<file path="src/design/dspad_pkg.sv">
`timescale 1ns / 1ps

package dspad_pkg;

  // Item kinds carried in the low bits of in_tuser.
  typedef enum logic [1:0] {
    OP_READ  = 2'd0,
    OP_WRITE = 2'd1,
    OP_EVENT = 2'd2,
    OP_TICK  = 2'd3
  } op_t;

  // Register selector codes; the remaining codes select nothing.
  localparam logic [2:0] SEL_CTRL   = 3'd0;
  localparam logic [2:0] SEL_ADDR_H = 3'd1;
  localparam logic [2:0] SEL_ADDR_L = 3'd2;
  localparam logic [2:0] SEL_LENGTH = 3'd3;
  localparam logic [2:0] SEL_COUNT  = 3'd4;

  // Stream block geometry: 32-byte blocks, so addresses keep 5 zero bits.
  localparam int BlockBytes = 32;
  localparam int BlkShift   = $clog2(BlockBytes);
  localparam int AddrW      = 26;
  localparam int BlkAddrW   = AddrW - BlkShift;
  localparam int AddrHW     = 10;
  localparam int AddrLW     = 16 - BlkShift;
  localparam int CountW     = 15;

  // Interrupt source positions within the mask and pending fields.
  localparam int IntAudio = 0;
  localparam int IntAram  = 1;
  localparam int IntDsp   = 2;

  // Accepted input item.
  typedef struct packed {
    logic [15:0] wdata;
    logic [2:0]  reg_sel;
    op_t         op;
  } item_t;

  // One result item, in tdata order from the highest bit down.
  typedef struct packed {
    logic [2:0]       dsp_controls;
    logic             stream_enable;
    logic [AddrW-1:0] fetch_addr;
    logic             fetch_valid;
    logic             irq_line;
    logic [15:0]      rdata;
  } result_t;

endpackage

</file>
<file path="src/design/dsp_interface_audio_dma_regs.sv">
`timescale 1ns / 1ps
// Each accepted item waits in the input register until the output register is free
// or draining; its result item then waits in the output register until taken.
// Throughput: one item per cycle unless the receiver holds out_tready low.
// Reset (rst_n low, synchronous): all registers, the pending and mask bits, the
// stream counter and address, and both stages' valid flags are cleared.

module dsp_interface_audio_dma_regs (
  input  logic        clk,
  input  logic        rst_n,
  input  logic        in_tvalid,
  output logic        in_tready,
  input  logic [15:0] in_tdata,   // [15:0] wdata
  input  logic [4:0]  in_tuser,   // [1:0] op, [4:2] reg_sel
  output logic        out_tvalid,
  input  logic        out_tready,
  // [15:0] rdata, [16] irq_line, [17] fetch_valid, [43:18] fetch_addr,
  // [44] stream_enable, [47:45] dsp_controls
  output logic [47:0] out_tdata
);
  import dspad_pkg::*;

  item_t   in_item;
  item_t   item;
  logic    item_valid;
  logic    adv;
  result_t res;
  logic    out_valid_r;
  result_t out_data_r;

  assign in_item.op      = op_t'(in_tuser[1:0]);
  assign in_item.reg_sel = in_tuser[4:2];
  assign in_item.wdata   = in_tdata;

  // The held item is processed when the output register is free or draining.
  assign adv = item_valid && (!out_valid_r || out_tready);

  dspad_in_reg u_in_reg (
    .clk        (clk),
    .rst_n      (rst_n),
    .in_tvalid  (in_tvalid),
    .in_tready  (in_tready),
    .in_item    (in_item),
    .take       (adv),
    .item_valid (item_valid),
    .item       (item)
  );

  dspad_regs_core u_core (
    .clk   (clk),
    .rst_n (rst_n),
    .adv   (adv),
    .item  (item),
    .res   (res)
  );

  // Output register valid flag.
  always_ff @(posedge clk) begin
    if (!rst_n) begin
      out_valid_r <= 1'b0;
    end else if (adv) begin
      out_valid_r <= 1'b1;
    end else if (out_tready) begin
      out_valid_r <= 1'b0;
    end
  end

  // Output register payload.
  always_ff @(posedge clk) begin
    if (adv) begin
      out_data_r <= res;
    end
  end

  assign out_tvalid = out_valid_r;
  assign out_tdata  = out_data_r;

endmodule

</file>
<file path="src/design/dspad_in_reg.sv">
`timescale 1ns / 1ps

module dspad_in_reg (
  input  logic            clk,
  input  logic            rst_n,
  input  logic            in_tvalid,
  output logic            in_tready,
  input  dspad_pkg::item_t in_item,
  input  logic            take,
  output logic            item_valid,
  output dspad_pkg::item_t item
);
  import dspad_pkg::*;

  logic  valid_r;
  item_t item_r;

  // A new item enters whenever the register is empty or is emptied this cycle.
  assign in_tready  = !valid_r || take;
  assign item_valid = valid_r;
  assign item       = item_r;

  // Occupancy flag.
  always_ff @(posedge clk) begin
    if (!rst_n) begin
      valid_r <= 1'b0;
    end else if (in_tready) begin
      valid_r <= in_tvalid;
    end
  end

  // Item payload.
  always_ff @(posedge clk) begin
    if (in_tvalid && in_tready) begin
      item_r <= in_item;
    end
  end

endmodule

</file>
<file path="src/design/dspad_regs_core.sv">
`timescale 1ns / 1ps

module dspad_regs_core (
  input  logic              clk,
  input  logic              rst_n,
  input  logic              adv,
  input  dspad_pkg::item_t  item,
  output dspad_pkg::result_t res
);
  import dspad_pkg::*;

  logic [2:0]          masks_r, masks_nxt;
  logic [2:0]          pend_r, pend_nxt;
  logic                rmode_r, rmode_nxt;
  logic [2:0]          ctl_r, ctl_nxt;
  logic [AddrHW-1:0]   addr_h_r, addr_h_nxt;
  logic [AddrLW-1:0]   addr_l_r, addr_l_nxt;
  logic [15:0]         length_r, length_nxt;
  logic [CountW-1:0]   count_r, count_nxt;
  logic [BlkAddrW-1:0] cur_r, cur_nxt;
  logic                irq_r, irq_nxt;
  logic [BlkAddrW-1:0] start_blk;
  logic [15:0]         ctrl_rd;
  logic [15:0]         rdata;
  logic                fvalid;
  logic [2:0]          pend_clr;

  // Start address in block units; the low address register keeps only
  // its block-aligned bits.
  assign start_blk = {addr_h_r, addr_l_r};

  // Control register read image.
  always_comb begin
    ctrl_rd      = '0;
    ctrl_rd[2:0] = ctl_r;
    ctrl_rd[3]   = pend_r[IntAudio];
    ctrl_rd[4]   = masks_r[IntAudio];
    ctrl_rd[5]   = pend_r[IntAram];
    ctrl_rd[6]   = masks_r[IntAram];
    ctrl_rd[7]   = pend_r[IntDsp];
    ctrl_rd[8]   = masks_r[IntDsp];
    ctrl_rd[11]  = rmode_r;
  end

  // Next state and result for the item in the input register.
  always_comb begin
    masks_nxt  = masks_r;
    pend_nxt   = pend_r;
    rmode_nxt  = rmode_r;
    ctl_nxt    = ctl_r;
    addr_h_nxt = addr_h_r;
    addr_l_nxt = addr_l_r;
    length_nxt = length_r;
    count_nxt  = count_r;
    cur_nxt    = cur_r;
    irq_nxt    = irq_r;
    rdata      = '0;
    fvalid     = 1'b0;
    pend_clr   = {item.wdata[7], item.wdata[5], item.wdata[3]};

    unique case (item.op)
      OP_READ: begin
        unique case (item.reg_sel)
          SEL_CTRL:   rdata = ctrl_rd;
          SEL_ADDR_H: rdata = {{(16 - AddrHW){1'b0}}, addr_h_r};
          SEL_ADDR_L: rdata = {addr_l_r, {BlkShift{1'b0}}};
          SEL_LENGTH: rdata = length_r;
          SEL_COUNT:  rdata = {1'b0, count_r};
          default:    rdata = '0;
        endcase
      end
      OP_WRITE: begin
        unique case (item.reg_sel)
          SEL_CTRL: begin
            masks_nxt = {item.wdata[8], item.wdata[6], item.wdata[4]};
            pend_nxt  = pend_r & ~pend_clr;
            if (pend_nxt == 3'b000) begin
              irq_nxt = 1'b0;
            end
            rmode_nxt = item.wdata[11];
            ctl_nxt   = item.wdata[2:0];
          end
          SEL_ADDR_H: addr_h_nxt = item.wdata[AddrHW-1:0];
          SEL_ADDR_L: addr_l_nxt = item.wdata[15:BlkShift];
          SEL_LENGTH: begin
            length_nxt = item.wdata;
            if (item.wdata[15]) begin
              count_nxt = item.wdata[CountW-1:0];
              cur_nxt   = start_blk;
            end else begin
              count_nxt = '0;
            end
          end
          default: ;
        endcase
      end
      OP_EVENT: begin
        pend_nxt[IntDsp] = 1'b1;
        if (masks_r[IntDsp]) begin
          irq_nxt = 1'b1;
        end
      end
      OP_TICK: begin
        if (length_r[15]) begin
          if (count_r == '0) begin
            // End of the run: reload and flag the audio interrupt.
            cur_nxt            = start_blk;
            count_nxt          = length_r[CountW-1:0];
            pend_nxt[IntAudio] = 1'b1;
            if (masks_r[IntAudio]) begin
              irq_nxt = 1'b1;
            end
          end else begin
            fvalid    = 1'b1;
            cur_nxt   = cur_r + 1'b1;
            count_nxt = count_r - 1'b1;
          end
        end
      end
      default: ;
    endcase
  end

  // irq_line, enable and controls show the state after the item.
  always_comb begin
    res.rdata         = rdata;
    res.irq_line      = irq_nxt;
    res.fetch_valid   = fvalid;
    res.fetch_addr    = fvalid ? {cur_r, {BlkShift{1'b0}}} : '0;
    res.stream_enable = length_nxt[15];
    res.dsp_controls  = ctl_nxt;
  end

  // Register file and stream state.
  always_ff @(posedge clk) begin
    if (!rst_n) begin
      masks_r  <= '0;
      pend_r   <= '0;
      rmode_r  <= 1'b0;
      ctl_r    <= '0;
      addr_h_r <= '0;
      addr_l_r <= '0;
      length_r <= '0;
      count_r  <= '0;
      cur_r    <= '0;
      irq_r    <= 1'b0;
    end else if (adv) begin
      masks_r  <= masks_nxt;
      pend_r   <= pend_nxt;
      rmode_r  <= rmode_nxt;
      ctl_r    <= ctl_nxt;
      addr_h_r <= addr_h_nxt;
      addr_l_r <= addr_l_nxt;
      length_r <= length_nxt;
      count_r  <= count_nxt;
      cur_r    <= cur_nxt;
      irq_r    <= irq_nxt;
    end
  end

`ifndef ASSERT_OFF
  // The interrupt line is never high with nothing pending.
  a_irq_needs_pending: assert property (@(posedge clk) disable iff (!rst_n)
    irq_r |-> (pend_r != 3'b000))
    else $error("interrupt line high with no pending bit");

  // Fetches come only from enabled ticks with blocks left.
  a_fetch_on_tick: assert property (@(posedge clk) disable iff (!rst_n)
    res.fetch_valid |-> (item.op == OP_TICK) && length_r[15] && (count_r != '0))
    else $error("fetch outside an enabled tick");

  // A reload tick restores the count from the length register.
  a_reload_count: assert property (@(posedge clk) disable iff (!rst_n)
    (adv && (item.op == OP_TICK) && length_r[15] && (count_r == '0))
      |=> (count_r == $past(length_r[CountW-1:0])) && pend_r[IntAudio])
    else $error("reload tick did not restore count");

  // Clearing the enable bit stops the stream.
  a_disable_clears: assert property (@(posedge clk) disable iff (!rst_n)
    (adv && (item.op == OP_WRITE) && (item.reg_sel == SEL_LENGTH) && !item.wdata[15])
      |=> (count_r == '0) && !length_r[15])
    else $error("length write without enable left a count");
`endif

endmodule

</file>
<file path="config.mk">
export PLATFORM = sky130hd
export DESIGN_NAME = dsp_interface_audio_dma_regs
export DESIGN_NICKNAME = d
export VERILOG_FILES = /design/src/design/dspad_pkg.sv /design/src/design/dsp_interface_audio_dma_regs.sv /design/src/design/dspad_in_reg.sv /design/src/design/dspad_regs_core.sv
export SDC_FILE = /design/constraint.sdc
export NUM_CORES = 1
export LEC_CHECK = 0
export ABC_AREA = 1
export ABC_CLOCK_PERIOD_IN_PS = 2400
export BUFFER_PORTS_ARGS = -buffer_cell sky130_fd_sc_hd__buf_2
export CORE_ASPECT_RATIO = 0.75
export CORE_MARGIN = 2
export CORE_UTILIZATION = 45
export CTS_CLUSTER_SIZE = 30
export DETAILED_ROUTE_END_ITERATION = 16
export GPL_TIMING_DRIVEN = 0
export SLEW_MARGIN = 15
export SYNTH_ARGS = -nofsm -noshare
export SYNTH_HDL_FRONTEND = slang
export SYNTH_SLANG_ARGS = --single-unit
</file>
<file path="constraint.sdc">
create_clock -name clk -period 2.4 [get_ports clk]
set_input_delay 0.12 -clock clk [delete_from_list [all_inputs] [get_ports clk]]
set_output_delay 0.12 -clock clk [all_outputs]
set_load 0.02 [all_outputs]
</file>
Yosys cells after proc, flatten, opt, wreduce, memory -nomap -nowiden
Cells that the tools add are included.
{ "totals": {"reg_bits": 155, "word_cells": 94} }
{ "classes": {"n_reduce_logical": 21, "eq_ne": 12, "n_addsub": 2, "mux": 32, "n_bitwise": 2} }
{ "op_table": {"columns": ["cell", "n"], "rows": [
  ["$mux 21", 4],
  ["$pmux 16 s5", 1],
  ["$mux 15", 4],
  ["$pmux 21 s2", 1],
  ["$mux 16", 2],
  ["$pmux 15 s2", 1],
  ["$add 21x1->21 const B", 1],
  ["$logic_not 15->1", 1],
  ["$reduce_and 3->1", 5],
  ["$sub 15x1->15 const B", 1],
  ["$mux 1", 13],
  ["$reduce_and 5->1", 2],
  ["$mux 3", 3],
  ["$eq 3x2->1 const B", 2],
  ["$logic_not 3->1", 2],
  ["$ne 2x2->1 const B", 3],
  ["$reduce_bool 2->1", 3],
  ["$eq 2x2->1 const B", 2],
  ["$ne 2x1->1 const B", 2],
  ["$pmux 1 s2", 2],
  ["$reduce_and 4->1", 1],
  ["$and 3x3->3", 1],
  ["$eq 3x1->1 const B", 1],
  ["$eq 3x3->1 const B", 1],
  ["7 further kinds", 10]
]} }

Longest topological paths before layout
{ "logic_depth": {"ltp_word": 6, "depth_mapped": 12} }

Modules after synthesis
Synthesis repeated with hierarchy kept, for this count alone.
{ "unflattened": {"hier_cells": 923, "hier_area_um2": 7469.7} }
{ "modules_own_cells": {"columns": ["mod", "area_each_um2", "cells_per_inst", "instances", "seq_area_each_um2"], "rows": [
  ["dspad_regs_core", 5295.1, 840, 1, 1681.6],
  ["dsp_interface_audio_dma_regs", 1492.7, 55, 1, 1461.4],
  ["dspad_in_reg", 681.9, 28, 1, 650.6]
]} }

Worst setup path before layout
No wires, ideal clock.
{ "synth_timing": {"kind": "reg-to-reg", "startpoint": "reg out_valid_r (netlist: out_tvalid)", "endpoint": "reg u_core.count_r[10]", "path_slack_ns": 0.387, "t_arrival_ns": 1.894, "stages_incl_launch_ff": 10, "n_path_buf": 1, "required_time_ns": 2.281, "cell_sequence": "dfxtp_1 -> nand2_1 -> nand2_1 -> inv_2 -> nand2_1 -> nor2_2 -> inv_2 -> buf_2 -> nor2_1 -> a21oi_1"} }
{ "synth_between": {"elab_chain_cells": 4} }
{ "synth_rtl": {"columns": ["item", "line", "text"], "rows": [
  ["start, declared", "dsp_interface_audio_dma_regs.sv:28", "logic out_valid_r;"],
  ["start signal, assigned", "dsp_interface_audio_dma_regs.sv:60", "out_valid_r <= 1'b0;"],
  ["start signal, assigned", "dsp_interface_audio_dma_regs.sv:62", "out_valid_r <= 1'b1;"],
  ["start signal, assigned", "dsp_interface_audio_dma_regs.sv:64", "out_valid_r <= 1'b0;"],
  ["$logic_not 1->1", "dsp_interface_audio_dma_regs.sv:36", "assign adv = item_valid && (!out_valid_r || out_tready);"],
  ["$logic_or 1x1->1", "dsp_interface_audio_dma_regs.sv:36", null],
  ["$logic_and 1x1->1", "dsp_interface_audio_dma_regs.sv:36", null],
  ["named net adv", "dsp_interface_audio_dma_regs.sv:26", "logic adv;"],
  ["$reduce_and 4->1 (no source line)", null, null],
  ["end signal, assigned", "dspad_regs_core.sv:155", "count_r <= count_nxt;"],
  ["end, declared", "dspad_regs_core.sv:19", "logic [CountW-1:0] count_r, count_nxt;"]
]} }
The timed path passes the listed nets, and every way through them passes these cells.
A chain may end at the register's enable or synchronous reset.

Worst setup path in the final report
{ "layout_timing": {"startpoint": "reg u_in_reg.item_r, in the netlist u_in_reg.item[2]", "endpoint": "reg out_data_r, in the netlist out_tdata[6], data pin"} }
{ "layout_between": {"elab_chain_cells": 2, "word_cells_on_any_way": 6} }
{ "layout_rtl": {"columns": ["item", "line", "text"], "rows": [
  ["start, declared", "dspad_in_reg.sv:16", "item_t item_r;"],
  ["start signal, assigned", "dspad_in_reg.sv:35", "item_r <= in_item;"],
  ["$eq 3x3->1 (tied with other cells)", "dspad_regs_core.sv:63", "unique case (item.reg_sel)"],
  ["$pmux 16 s5 *", "dspad_regs_core.sv:63", null],
  ["end signal, assigned", "dsp_interface_audio_dma_regs.sv:71", "out_data_r <= res;"],
  ["end, declared", "dsp_interface_audio_dma_regs.sv:29", "result_t out_data_r;"]
]} }
Every way passes the cells marked *; elsewhere a longest branch is shown, timed or not.

==> flow_metrics.tcl <==
set metrics [dict create \
    start_util_pct 45.6 \
    cts_tree "done" \
    ant_nets 0 \
    syn-mean-instance-area_um2 7.71 \
    grt_setup_unrepaired "false" \
    multiInputGateArea_um2 3010 \
    critPathLaunchType "flip-flop" \
    maxCapViolations 0 \
    drc_errors 0 \
    slew_headroom_pct 44.6 \
    r2r_slack_ps 200 \
    hold_violations 0 \
    syn_area_um2 7260 \
    synth_warnings 0 \
    seq_area_um2 3640 \
    final_core_util_pct 54.7 \
    routedWlPerCell_um 18.0 \
    ys_ff_latch 150 \
    routabilityCongestion 0.972 \
    p_leak_nw 3.41 \
    pin_count 75 \
    grt.busiest_layer "met1" \
    skew_ps 7.28 \
    grt_first_pass_wirelength_um 34900 \
    n_antenna_cell 0 \
    netlist_instances 942 \
    io_buffers 68 \
    setup_viol 0 \
    insertion_delay_ps 440 \
    post_synth_xor_area_fraction_pct 0.603 \
    cts_setup_buffers 0 \
    std_cell_rows 40 \
    vias_per_cell 5.40 \
    fillers 1536 \
    use_met2_pct 35.3 \
    grt_usage_pct 27.6 \
    areaGrowthSynthToFinish_pct 19.9 \
    final_area_um2 8710 \
    cp.required_ps 2690 \
    final_common_cell "nand2_1" \
    vias 6905 \
    core_area_um2 15900 \
    end_kind "flip-flop" \
    clock_sinks 150 \
    drt_iter0_drc 859 \
    synthTopCellsByArea "edfxtp_1 (26%), dfxtp_1 (24%), nand2_1 (9.0%)" \
    met3_usage_pct 7.76 \
    fmax_mhz 455 \
    synth_compound_area_share_pct 15.4 \
    numCtsBuffers 17 \
    arrival_ps 2490 \
    synth_top_area_cell "edfxtp_1" \
    die_x_um 151 \
    tightest_slew_ps 825 \
    ys_types 36 \
    synth_top_area_share_pct 26.5 \
    min_period_ps 2200 \
    ir_worst_vdd_mv 0.527 \
    synth-simple-area-share_pct 24.5 \
    overflow 0 \
    antenna_found_initial 0 \
    use_met1_pct 43.8 \
    fin_hold_ws_ps 329 \
    totalWireLength_um 23100 \
    hold_path.class "input port to flip-flop" \
    drv_slew 0 \
    power_density_nw_per_um2 723 \
    dpl_cell_area_um2 7880 \
    grt_pass1_vias 6085 \
    dieArea_um2 17200 \
    final_cell_mix "nand2_1 (174), nor2_1 (159), inv_1 (103), o21ai_0 (88)" \
    ctsHtreeMaxLevel 4 \
    die_h_um 114 \
    ys_seq_area_share_pct 50.2 \
    layout-drive-gt1-share_pct 13.7 \
    dp_hpwl_um 16900 \
    cts.clk_slew.worst_paths_ps 60 \
    crit_type "flip-flop to flip-flop" \
    grt_max_degree 53 \
    synth_mux_area_share_pct 0 \
    synthAdderAreaFrac_pct 0.517 \
    status "complete, no violations" \
    fin_nets 1084 \
    synth_top_family_by_area "simple AND/OR/NAND/NOR gates" \
    dr.pass1.iters 5 \
    crit_fanout 10 \
    clk_path_buf_depth 2 \
    fin_crit_sh_pct 91.5 \
    cts-root-buf "clkbuf_16" \
]
==> worst max-delay path, cell delays in order, from the launching register on <==
cell and delay (ps):
edfxtp_1 430, nor3_1 700, clkbuf_1 500, a211oi_1 270
nor2_1 150
==> cells in the mapped netlist <==
master	instances
a22oi_1	1
nand2_1	174
nor3_1	7
a211oi_1	4
nand2_2	2
dfxtp_1	86
clkbuf_1	18
ha_1	3
a221oi_1	10
buf_1	2
o211ai_1	2
inv_1	103
nand2_8	1
o21ai_1	6
nor2_2	5
nand2_4	1
nor2_4	5
conb_1	1
nand3_1	55
nand4_1	4
inv_4	1
edfxtp_1	64
o22ai_1	11
o21ai_0	88
clkinv_1	2
or2_0	2
and2_1	2
o21a_1	1
inv_2	6
nor2_1	159
nand3_2	4
buf_6	3
buf_4	6
a21oi_1	87
buf_2	11
xor2_1	5
==> worst paths after layout <==
check                         start           endpoint  cells past startpoint
hold reg to reg   u_core.masks_r[1]  u_core.masks_r[1]                      2
hold / removal                rst_n   u_core.cur_r[20]                      3
setup / recovery   u_in_reg.item[2]       out_tdata[6]                      4
setup reg to reg   u_in_reg.item[2]       out_tdata[6]                      4
==> cell type report <==
class                           instances  area share [%]
Sequential cell                       150            41.8
Buffer                                 40            2.41
Timing Repair Buffer                   91            6.55
Clock inverter                         14            1.71
Inverter                              112            4.94
Clock buffer                           18            5.04
Multi-Input combinational cell        644            34.5
Tap cell                              210            3.02
==> sequential cells by signal (all words and copies together), names as in the netlist, 10 cells and up <==
| register | cells |
|---|---|
| out_tdata | 43 |
| u_core.cur_r | 21 |
| u_in_reg.item | 21 |
| u_core.length_r | 16 |
| u_core.count_r | 15 |
| u_core.addr_l_r | 11 |
| u_core.addr_h_r | 10 |
==> what timing repair did <==
item                                    4_1_cts  5_1_grt
resized for setup                             2        6
pin swaps                                     0        0
endpoints found under the setup margin       45        7
hold endpoints to repair                     23        0
hold buffers                                 23        0
==> routing by layer <==
layer / vias to the layer above / part of all wire [%]
li1: 3334 / -
met1: 3205 / 49
met2: 331 / 38
met3: 35 / 11
met4: 0 / 1.9
met5: - / 0
==> logic make-up (layout without fill, tap and decap cells) <==
logic type | count (synthesis) | after routing
AND/OR/NAND/NOR | 421 | 421
AO/OA/AOI/OAI | 210 | 210
buffers and inverters | 152 | 275
flip-flops | 150 | 150
XOR/XNOR | 5 | 5
adder cells (fa/ha/maj) | 3 | 3
other | 1 | 5
==> power by group <==
group          internal [mW]  leakage (nW)  switching, mW
clock                   1.56         0.281           1.14
combinational          0.247          1.81          0.531
sequential              2.74          1.32         0.0746
total                   4.55          3.41           1.75
==> stage by stage <==
stage	TNS [ps]	total power, mW	cells	setup slack, ps
final	0	6.30	1279	203
after global routing	0	6.51	1279	20.9
after CTS	0	6.30	1279	125
after detailed placement	-5900	3.60	1224	-347
after global placement	-5090	3.60	1224	-353
after floorplan	0	3.36	946	387
(Power assumes the default switching activity.)
